$ cat src/sfcs_pkg.sv
// Shared types, command opcodes and constants for the SPI NOR flash command sequencer.
`timescale 1ns / 1ps

package sfcs_pkg;

	// Field widths
	localparam int unsigned ADDR_W = 24;
	localparam int unsigned CNT_W  = 17;

	// Default geometry and register reset value
	localparam int unsigned BLOCK_BYTES = 64 * 1024;
	localparam logic [ADDR_W-1:0] BASE_RESET = ADDR_W'(4 * 1024 * 1024);

	// Most transactions one request can produce
	localparam int unsigned MAX_TXN = 3;

	// Request modes
	localparam logic [1:0] MODE_READ    = 2'd0;
	localparam logic [1:0] MODE_PROGRAM = 2'd1;
	localparam logic [1:0] MODE_ERASE   = 2'd2;
	localparam logic [1:0] MODE_STATUS  = 2'd3;

	// SPI NOR command bytes
	localparam logic [7:0] OP_READ = 8'h03;
	localparam logic [7:0] OP_WREN = 8'h06;
	localparam logic [7:0] OP_PP   = 8'h02;
	localparam logic [7:0] OP_RDSR = 8'h05;
	localparam logic [7:0] OP_WRDI = 8'h04;
	localparam logic [7:0] OP_SE   = 8'hD8;

	// One request or status reply
	typedef struct packed {
		logic [1:0]       mode;
		logic [7:0]       block;
		logic [15:0]      offset;
		logic [CNT_W-1:0] length;
		logic [7:0]       status;
	} in_item_t;

	// One SPI command transaction
	typedef struct packed {
		logic [7:0]        opcode;
		logic [ADDR_W-1:0] address;
		logic              send_address;
		logic [CNT_W-1:0]  write_count;
		logic [CNT_W-1:0]  read_count;
		logic              last;
	} out_item_t;

	// Outcome of one input item: transactions in issue order and the next busy flag
	typedef struct packed {
		logic [1:0]              count;
		logic                    busy_next;
		out_item_t [MAX_TXN-1:0] txn;
	} plan_t;

endpackage

$ cat src/sfcs_plan.sv
// Combinational decoder that turns one registered item into its list of SPI transactions.
`timescale 1ns / 1ps

module sfcs_plan #(
	parameter int unsigned BLOCK_BYTES = sfcs_pkg::BLOCK_BYTES
) (
	input  sfcs_pkg::in_item_t                item,
	input  logic                              busy,
	input  logic [sfcs_pkg::ADDR_W-1:0]       base_address,
	output sfcs_pkg::plan_t                   plan
);

	localparam logic [sfcs_pkg::ADDR_W-1:0] BLK_SIZE = sfcs_pkg::ADDR_W'(BLOCK_BYTES);

	logic [sfcs_pkg::ADDR_W-1:0] block_base;
	logic [sfcs_pkg::ADDR_W-1:0] data_addr;
	logic [sfcs_pkg::ADDR_W-1:0] erase_addr;
	sfcs_pkg::out_item_t         t_empty;

	// Flash address: base plus block start, with the byte offset for data commands
	assign block_base = base_address
		+ sfcs_pkg::ADDR_W'({{(sfcs_pkg::ADDR_W-8){1'b0}}, item.block} * BLK_SIZE);
	assign data_addr  = block_base + sfcs_pkg::ADDR_W'(item.offset);
	assign erase_addr = block_base;

	assign t_empty = '0;

	// Build the transaction list for the current state and item
	always_comb begin
		plan           = '0;
		plan.busy_next = busy;
		plan.txn       = {t_empty, t_empty, t_empty};
		if (item.mode == sfcs_pkg::MODE_STATUS) begin
			if (busy) begin
				plan.count             = 2'd1;
				plan.txn[0].last       = 1'b1;
				if (item.status[0]) begin
					plan.txn[0].opcode     = sfcs_pkg::OP_RDSR;
					plan.txn[0].read_count = sfcs_pkg::CNT_W'(1);
				end else begin
					plan.txn[0].opcode = sfcs_pkg::OP_WRDI;
					plan.busy_next     = 1'b0;
				end
			end
		end else if (!busy) begin
			case (item.mode)
				sfcs_pkg::MODE_READ: begin
					plan.count                = 2'd1;
					plan.txn[0].opcode        = sfcs_pkg::OP_READ;
					plan.txn[0].address       = data_addr;
					plan.txn[0].send_address  = 1'b1;
					plan.txn[0].read_count    = item.length;
					plan.txn[0].last          = 1'b1;
				end
				default: begin
					// Program and erase: write enable, the command, then a status poll
					plan.count                = 2'd3;
					plan.busy_next            = 1'b1;
					plan.txn[0].opcode        = sfcs_pkg::OP_WREN;
					plan.txn[1].send_address  = 1'b1;
					if (item.mode == sfcs_pkg::MODE_PROGRAM) begin
						plan.txn[1].opcode      = sfcs_pkg::OP_PP;
						plan.txn[1].address     = data_addr;
						plan.txn[1].write_count = item.length;
					end else begin
						plan.txn[1].opcode      = sfcs_pkg::OP_SE;
						plan.txn[1].address     = erase_addr;
					end
					plan.txn[2].opcode        = sfcs_pkg::OP_RDSR;
					plan.txn[2].read_count    = sfcs_pkg::CNT_W'(1);
					plan.txn[2].last          = 1'b1;
				end
			endcase
		end
	end

endmodule

$ cat src/sfcs_txn_buf.sv
// Result buffer that holds up to three transactions and issues one per cycle while the output is not stalled.
`timescale 1ns / 1ps

module sfcs_txn_buf (
	input  logic                                       clk,
	input  logic                                       arst_n,
	input  logic                                       load,
	input  logic [1:0]                                 load_count,
	input  sfcs_pkg::out_item_t [sfcs_pkg::MAX_TXN-1:0] load_txn,
	output logic                                       free,
	output logic                                       out_valid,
	input  logic                                       out_stall,
	output sfcs_pkg::out_item_t                        out_data
);

	logic [1:0]                                 cnt_q;
	sfcs_pkg::out_item_t [sfcs_pkg::MAX_TXN-1:0] slot_q;
	logic                                       pop;

	assign out_valid = (cnt_q != 2'd0);
	assign out_data  = slot_q[0];
	assign pop       = out_valid && !out_stall;
	// Room for a new list once the last held transaction leaves
	assign free      = (cnt_q == 2'd0) || ((cnt_q == 2'd1) && pop);

	// Occupancy count
	always_ff @(posedge clk or negedge arst_n) begin
		if (!arst_n) begin
			cnt_q <= 2'd0;
		end else if (load) begin
			cnt_q <= load_count;
		end else if (pop) begin
			cnt_q <= cnt_q - 2'd1;
		end
	end

	// Transaction slots; the head is slot zero and the rest shift up on each issue
	always_ff @(posedge clk) begin
		if (load) begin
			slot_q <= load_txn;
		end else if (pop) begin
			slot_q[0] <= slot_q[1];
			slot_q[1] <= slot_q[2];
		end
	end

endmodule

$ cat src/spi_nor_flash_command_sequencer_top.sv
// Top level of the SPI NOR flash command sequencer: input register, state, decoder and result buffer.
`timescale 1ns / 1ps

// Turns read, program and erase requests into SPI NOR command transactions with a 24-bit
// address (base_address + block * BLOCK_BYTES + offset, wrapping at 2^24), and follows
// status replies until the write-in-progress bit clears. An accepted item is registered,
// decoded in the next cycle and its transactions loaded into a three-entry result buffer
// once the buffer has room; the buffer register then offers them on out_data. The buffer
// issues one transaction per cycle while out_stall is low: a read or status reply gives one
// transaction, a program or erase three, and a dropped item none. The next item is decoded
// while the last transaction of the previous one is leaving.
// base_address is written through cfg_wr_en / cfg_wr_data and should be changed only
// while no transaction is pending.
module spi_nor_flash_command_sequencer_top #(
	parameter int unsigned BLOCK_BYTES = sfcs_pkg::BLOCK_BYTES
) (
	input  logic                         clk,
	input  logic                         arst_n,
	input  logic                         cfg_wr_en,
	input  logic [sfcs_pkg::ADDR_W-1:0]  cfg_wr_data,
	input  logic                         in_valid,
	output logic                         in_stall,
	input  sfcs_pkg::in_item_t           in_data,
	output logic                         out_valid,
	input  logic                         out_stall,
	output sfcs_pkg::out_item_t          out_data
);

	logic [sfcs_pkg::ADDR_W-1:0] base_address_q;
	logic                        busy_q;
	logic                        valid_s1;
	sfcs_pkg::in_item_t          item_s1;
	sfcs_pkg::plan_t             plan;
	logic                        buf_free;
	logic                        advance_s1;
	logic                        load;

	// Configuration register
	always_ff @(posedge clk or negedge arst_n) begin
		if (!arst_n) begin
			base_address_q <= sfcs_pkg::BASE_RESET;
		end else if (cfg_wr_en) begin
			base_address_q <= cfg_wr_data;
		end
	end

	// The registered item moves on when its transactions fit, or when it yields none
	assign advance_s1 = valid_s1 && ((plan.count == 2'd0) || buf_free);
	assign load       = advance_s1 && (plan.count != 2'd0);
	assign in_stall   = valid_s1 && !advance_s1;

	// Input register stage
	always_ff @(posedge clk or negedge arst_n) begin
		if (!arst_n) begin
			valid_s1 <= 1'b0;
		end else if (in_valid && !in_stall) begin
			valid_s1 <= 1'b1;
		end else if (advance_s1) begin
			valid_s1 <= 1'b0;
		end
	end

	always_ff @(posedge clk) begin
		if (in_valid && !in_stall) begin
			item_s1 <= in_data;
		end
	end

	// Busy flag follows each item in order as it is decoded
	always_ff @(posedge clk or negedge arst_n) begin
		if (!arst_n) begin
			busy_q <= 1'b0;
		end else if (advance_s1) begin
			busy_q <= plan.busy_next;
		end
	end

	sfcs_plan #(
		.BLOCK_BYTES (BLOCK_BYTES)
	) u_plan (
		.item         (item_s1),
		.busy         (busy_q),
		.base_address (base_address_q),
		.plan         (plan)
	);

	sfcs_txn_buf u_txn_buf (
		.clk        (clk),
		.arst_n     (arst_n),
		.load       (load),
		.load_count (plan.count),
		.load_txn   (plan.txn),
		.free       (buf_free),
		.out_valid  (out_valid),
		.out_stall  (out_stall),
		.out_data   (out_data)
	);

	// A program or erase leaves the sequencer busy
	assert property (@(posedge clk) disable iff (!arst_n)
		(load && plan.count == 2'd3) |=> busy_q)
		else $error("busy flag not set after program or erase");

	// A transaction that is not the last of its transaction list is followed by another
	assert property (@(posedge clk) disable iff (!arst_n)
		(out_valid && !out_stall && !out_data.last) |=> out_valid)
		else $error("transaction list ended without a last marker");

	// A status poll is only ever issued while a write is in progress
	assert property (@(posedge clk) disable iff (!arst_n)
		(out_valid && out_data.opcode == sfcs_pkg::OP_RDSR) |-> busy_q)
		else $error("status poll issued while idle");

endmodule

$ cat config.mk
export PLATFORM = sky130hd
export DESIGN_NAME = spi_nor_flash_command_sequencer_top
export DESIGN_NICKNAME = d
export VERILOG_FILES = /design/src/sfcs_pkg.sv /design/src/sfcs_plan.sv /design/src/sfcs_txn_buf.sv /design/src/spi_nor_flash_command_sequencer_top.sv
export SDC_FILE = /design/constraint.sdc
export NUM_CORES = 1
export LEC_CHECK = 0
export ABC_AREA = 1
export BUFFER_PORTS_ARGS = -buffer_cell sky130_fd_sc_hd__buf_4
export CAP_MARGIN = 20
export CORE_ASPECT_RATIO = 1.25
export CORE_UTILIZATION = 35
export CTS_BUF_LIST = sky130_fd_sc_hd__clkbuf_4 sky130_fd_sc_hd__clkbuf_8
export DETAILED_ROUTE_END_ITERATION = 12
export MAX_ROUTING_LAYER = met4
export PLACE_DENSITY = 0.54
export SLEW_MARGIN = 20
export SYNTH_ARGS = -nofsm -noshare
export SYNTH_HDL_FRONTEND = slang
export SYNTH_HIERARCHICAL = 1
export SYNTH_SLANG_ARGS = --single-unit
$ cat constraint.sdc
create_clock -name clk -period 12.9 [get_ports clk]
set_clock_uncertainty 0.1 [all_clocks]
set_input_delay 0 -clock clk [delete_from_list [all_inputs] [get_ports clk]]
set_output_delay 0 -clock clk [all_outputs]
set_load 0.03 [all_outputs]
# Yosys cells after proc, flatten, opt, wreduce, memory -nomap -nowiden
# Cells that the tools add are included.
dict set report op_classes {
  n_mux 29
  n_reduce_logical 19
  n_eq_ne 3
  n_addsub 3
}
# cell count
set op_table {}
lappend op_table {{136-bit two-way mux} 2}
lappend op_table {{50-bit two-way mux} 2}
lappend op_table {{18-bit two-way mux} 4}
lappend op_table {{52-bit two-way mux} 1}
lappend op_table {{25-bit two-way mux} 2}
lappend op_table {{33-bit two-way mux} 1}
lappend op_table {{32-bit two-way mux} 1}
lappend op_table {{24-bit by 16-bit adder with 24-bit output} 1}
lappend op_table {{24-bit adder} 1}
lappend op_table {{17-bit two-way mux} 1}
lappend op_table {{8-bit two-way mux} 2}
lappend op_table {{11-bit two-way mux} 1}
lappend op_table {{9-bit two-way mux} 1}
lappend op_table {{2-bit two-way mux} 4}
lappend op_table {{2-bit nonzero test} 4}
lappend op_table {{1-bit logical AND} 6}
lappend op_table {{2-bit zero test} 3}
lappend op_table {{3-bit two-way mux} 2}
lappend op_table {{1-bit two-way mux} 5}
lappend op_table {{2-bit by 1-bit equality test with 1-bit output (second input constant)} 2}
lappend op_table {{1-bit zero test} 3}
lappend op_table {{2-bit equality test (second input constant)} 1}
lappend op_table {{1-bit logical OR} 2}
lappend op_table {{2-bit OR reduction} 1}
lappend op_table {{2-bit by 1-bit subtractor with 2-bit output (second input constant)} 1}
dict set report totals {
  out_inout_bits 70
  reg_bits 202
  elab_cells 78
}

# Longest topological paths before layout
dict set report depth {
  depth_word 12
  mapped_depth 17
}

# Hierarchy
# The synthesis kept the hierarchy.
# mod cells_per_inst area_per_inst_um2 seq_area_each_um2 n_inst
set modules_own_cells {}
lappend modules_own_cells {sfcs_txn_buf 734 8544.4 6175.9 1}
lappend modules_own_cells {sfcs_plan 603 3309.4 0.0 1}
lappend modules_own_cells {spi_nor_flash_command_sequencer_top 119 2638.8 2183.3 1}

# Worst setup path before layout
# No wires, ideal clock.
dict set report synth_path {
  path_type {register to register}
  startpoint {reg item_s1[50] (netlist name)}
  endpoint {reg u_txn_buf.slot_q (netlist bit u_txn_buf/out_data[0]) (enable)}
  stages_incl_launch_ff 11
  path_slack_ps 4493
  arrival_ps 7805
  cell_sequence {edfxtp_1 > nor2_1 > nor2_2 > buf_4 > o21ai_0 > nand2_1 > nor2_1 > buf_4 > inv_2 > buf_6 > nand2_1}
}
# element line
set synth_rtl {}
lappend synth_rtl {{start, declared} spi_nor_flash_command_sequencer_top.sv:32} ;# sfcs_pkg::in_item_t item_s1;
lappend synth_rtl {{start signal, assigned} spi_nor_flash_command_sequencer_top.sv:65} ;# item_s1 <= in_data;
lappend synth_rtl {{end signal, assigned} sfcs_txn_buf.sv:40} ;# slot_q <= load_txn;
lappend synth_rtl {{end, declared} sfcs_txn_buf.sv:17} ;# sfcs_pkg::out_item_t [sfcs_pkg::MAX_TXN-1:0] slot_q;

# Worst setup path after layout
dict set report layout_path {
  startpoint {reg item_s1[50] (netlist name)}
  endpoint {reg u_txn_buf.slot_q (netlist bit u_txn_buf/out_data[49]) (enable)}
}
dict set report layout_between {
  elab_chain_len 9
}
# element line
set layout_lines {}
lappend layout_lines {{2-bit zero test} sfcs_plan.sv:46} ;# case (item.mode)
lappend layout_lines {{2-bit two-way mux} sfcs_plan.sv:46}
lappend layout_lines {{11-bit two-way mux} sfcs_plan.sv:45} ;# end else if (!busy) begin
lappend layout_lines {{3-bit two-way mux (*)} sfcs_plan.sv:33} ;# if (item.mode == sfcs_pkg::MODE_STATUS) begin
lappend layout_lines {{2-bit zero test} spi_nor_flash_command_sequencer_top.sv:48} ;# assign advance_s1 = valid_s1 && ((plan.count == 2'd0) || buf_free);
lappend layout_lines {{1-bit logical OR} spi_nor_flash_command_sequencer_top.sv:48}
lappend layout_lines {{1-bit logical AND} spi_nor_flash_command_sequencer_top.sv:48}
lappend layout_lines {{1-bit logical AND (*)} spi_nor_flash_command_sequencer_top.sv:49} ;# assign load = advance_s1 && (plan.count != 2'd0);
lappend layout_lines {{named net load} spi_nor_flash_command_sequencer_top.sv:36} ;# logic load;
lappend layout_lines {{2-bit nonzero test (no source line) (*)} -}
# The timed path passes the listed nets; every way through them passes the cells marked *.
# A chain may end at the register's enable or synchronous reset.

==> summary.md <==
| Metric | Value |
|---|---|
| Minimum clock period | `4970 ps` |
| RSZ-0062 raised after global routing | `false` |
| Initial Utilization | `0.356` |
| CP Launch Type | `flop` |
| Average vias per placed instance | `4.21` |
| Fmax | `201 MHz` |
| Crit path max fanout | `72` |
| Initial antenna violation count | `0` |
| Clk buf depth | `3` |
| Layout cell share with drive strength beyond 1 | `0.175` |
| Final Cycle Share | `0.385` |
| Die X | `183 µm` |
| First drt pass iteration count | `7` |
| Max-cap violations | `0` |
| P_leak | `7.61 nW` |
| I/O pin cnt | `150` |
| Placed Cells | `slightly above 2000` |
| Global route overflow | `0` |
| Commonest non-fill, non-tap cell in the layout | `nand2_1` |
| Critical Path End Type | `flop` |
| Pwr Total | `slightly above 4 mW` |
| Nets | `between 1500 and 2000` |
| Pins over their slew limit | `0` |
| GPL Wtd Cong | `0.882` |
| Commonest non-fill, non-tap cells in the layout | `558 x nand2_1, 248 x edfxtp_1, 146 x buf_4` |
| Power Dens Cells | `248 nW/µm²` |
| Worst-path clk slew | `60 ps` |
| # DRC | `0` |
| Hold/Removal Path Class | `in -> reg` |
| Core area | `40100 µm²` |
| Syn Inst Count | `1449` |
| Clock sinks | `276` |
| Non-Filler Instances | `2202` |
| Largest net degree at the start of global routing | `209` |
| Via count | `9269` |
| Synthesized area per cell | `9.86 µm²` |
| Total negative setup slack | `0 ps` |
| Worst-Skew Late Latency | `580 ps` |
| Slowest stage delay, CP | `900 ps` |
| Crit Path Class | `reg -> reg` |
| Critical path cell sequence | `nand2_1 > inv_1 > nor2_1 > inv_1 > nor2_2 > o21ai_0 > nand2_1 > nor2_4 > inv_4 > nand2_4 > buf_4` |
| VDD IR-drop max | `between 300 and 400 µV` |
| Mapped cell area | `14300 µm²` |
| Post-detailed-route wirelength per cell | `13.6 µm` |
| Dpl hpwl | `18.9 mm` |
| Status | `finished, final reports clean` |
| Final ANT Viol Nets | `0` |
| PortBufs | `142` |
| All-Layer GR Usage | `0.152` |
| Setup WS pre-CTS | `7820 ps` |
| Final Hold Violating Endpoints | `0` |
| Drt total wl | `around 30 mm` |
| Setup violators final | `0` |
| CP top delay family | `buffers and inverters` |
| Vias in the first global route | `9235` |
| Worst-Margin Slew | `about 1000 ps` |
| Max-slew headroom | `0.318` |
| Worst EP required | `around 13000 ps` |
| Buf+Inv Stages, Crit Path | `4` |
| Data arrival time of the worst path | `5050 ps` |
| Area Overhead vs Synth | `17.0%` |
| CTS tree | `yes` |
| Die ar. | `41600 µm²` |
| Htree depth | `2` |
| CTS Root Cell | `clkbuf_8` |
| Initial drt markers | `581` |
| Die Ht | `228 µm` |
| Synth warn | `6` |
| CP max stage cell | `buf_4` |
| FILL cells | `3899` |
| CTS buffer count | `45` |
| Std cell rows | `82` |
| Setup ws final | `7930 ps` |
| First-pass GRT wire length | `48.1 mm` |
[final cells by class]
class / count / area (µm²) / share of cell area
clock buffers: 67 / 803 / 0.0481
well taps: 546 / 683 / 0.0409
multi-input cells: 960 / 4500 / 0.269
diodes: 1 / 2.50 / 0.000150
clock inverters: 10 / 76.3 / 0.00457
inverters: 93 / 352 / 0.0210
repair buffers: 249 / 2150 / 0.128
flip-flops and latches: 276 / 8150 / 0.487
[final timing paths]
check / depth (start not counted) / end / slack (ps) / startpoint
setup reg to reg: 11 / u_txn_buf/out_data[49] / 7930 / item_s1[50]
setup / recovery: 11 / u_txn_buf/out_data[49] / 7930 / item_s1[50]
hold reg to reg: 2 / u_txn_buf/slot_q[129] / 410 / u_txn_buf/slot_q[197]
min in group asynchronous: 4 / base_address_q[20] / 410 / arst_n
hold / removal: 2 / item_s1[0] / 40 / in_data[0]
max in group asynchronous: 4 / base_address_q[6] / 12090 / arst_n
[through the flow]
| stage | util | area (µm²) | hold WS [ps] |
|---|---|---|---|
| floorplan | - | 14700 | -396 |
| global route | 0.417 | 16700 | 18.2 |
| detailed placement | 0.369 | 14800 | -129 |
| finish | 0.417 | 16700 | 38.2 |
| CTS | 0.417 | 16700 | 1.33 |
| global placement | 0.369 | 14800 | -143 |
[metal layers]
metal | global-route usage | vias up | share of wire | wire length, µm
met1 | 0.189 | 4246 | 0.45 | 13400
met2 | 0.245 | 195 | 0.48 | 14200
li1 | - | 4759 | - | -
met4 | 0.0625 | 0 | 0.035 | 1040
met5 | - | - | 0 | 0
met3 | 0.0249 | 69 | 0.041 | 1220
[repair_timing]
| action | in CTS | in global routing |
|---|---|---|
| buffers inserted | 0 | 0 |
| hold buffers | 102 | 0 |
| endpoints found under the hold margin | 116 | 0 |
| gates resized for setup | 0 | 0 |
[state kept, by name (all words and copies together), names as in the netlist]
name                flops
base_address_q         24
u_txn_buf/slot_q      136
busy_q                  1
item_s1                44
valid_s1                1
u_txn_buf/out_data     68
u_txn_buf/cnt_q         2
[where the power goes]
group | switching [mW] | internal, mW
Combinational | 1.19 | 0.484
Sequential | 0.116 | 1.59
Clock | 0.345 | 0.416
Power figures use the tool's default switching activity.
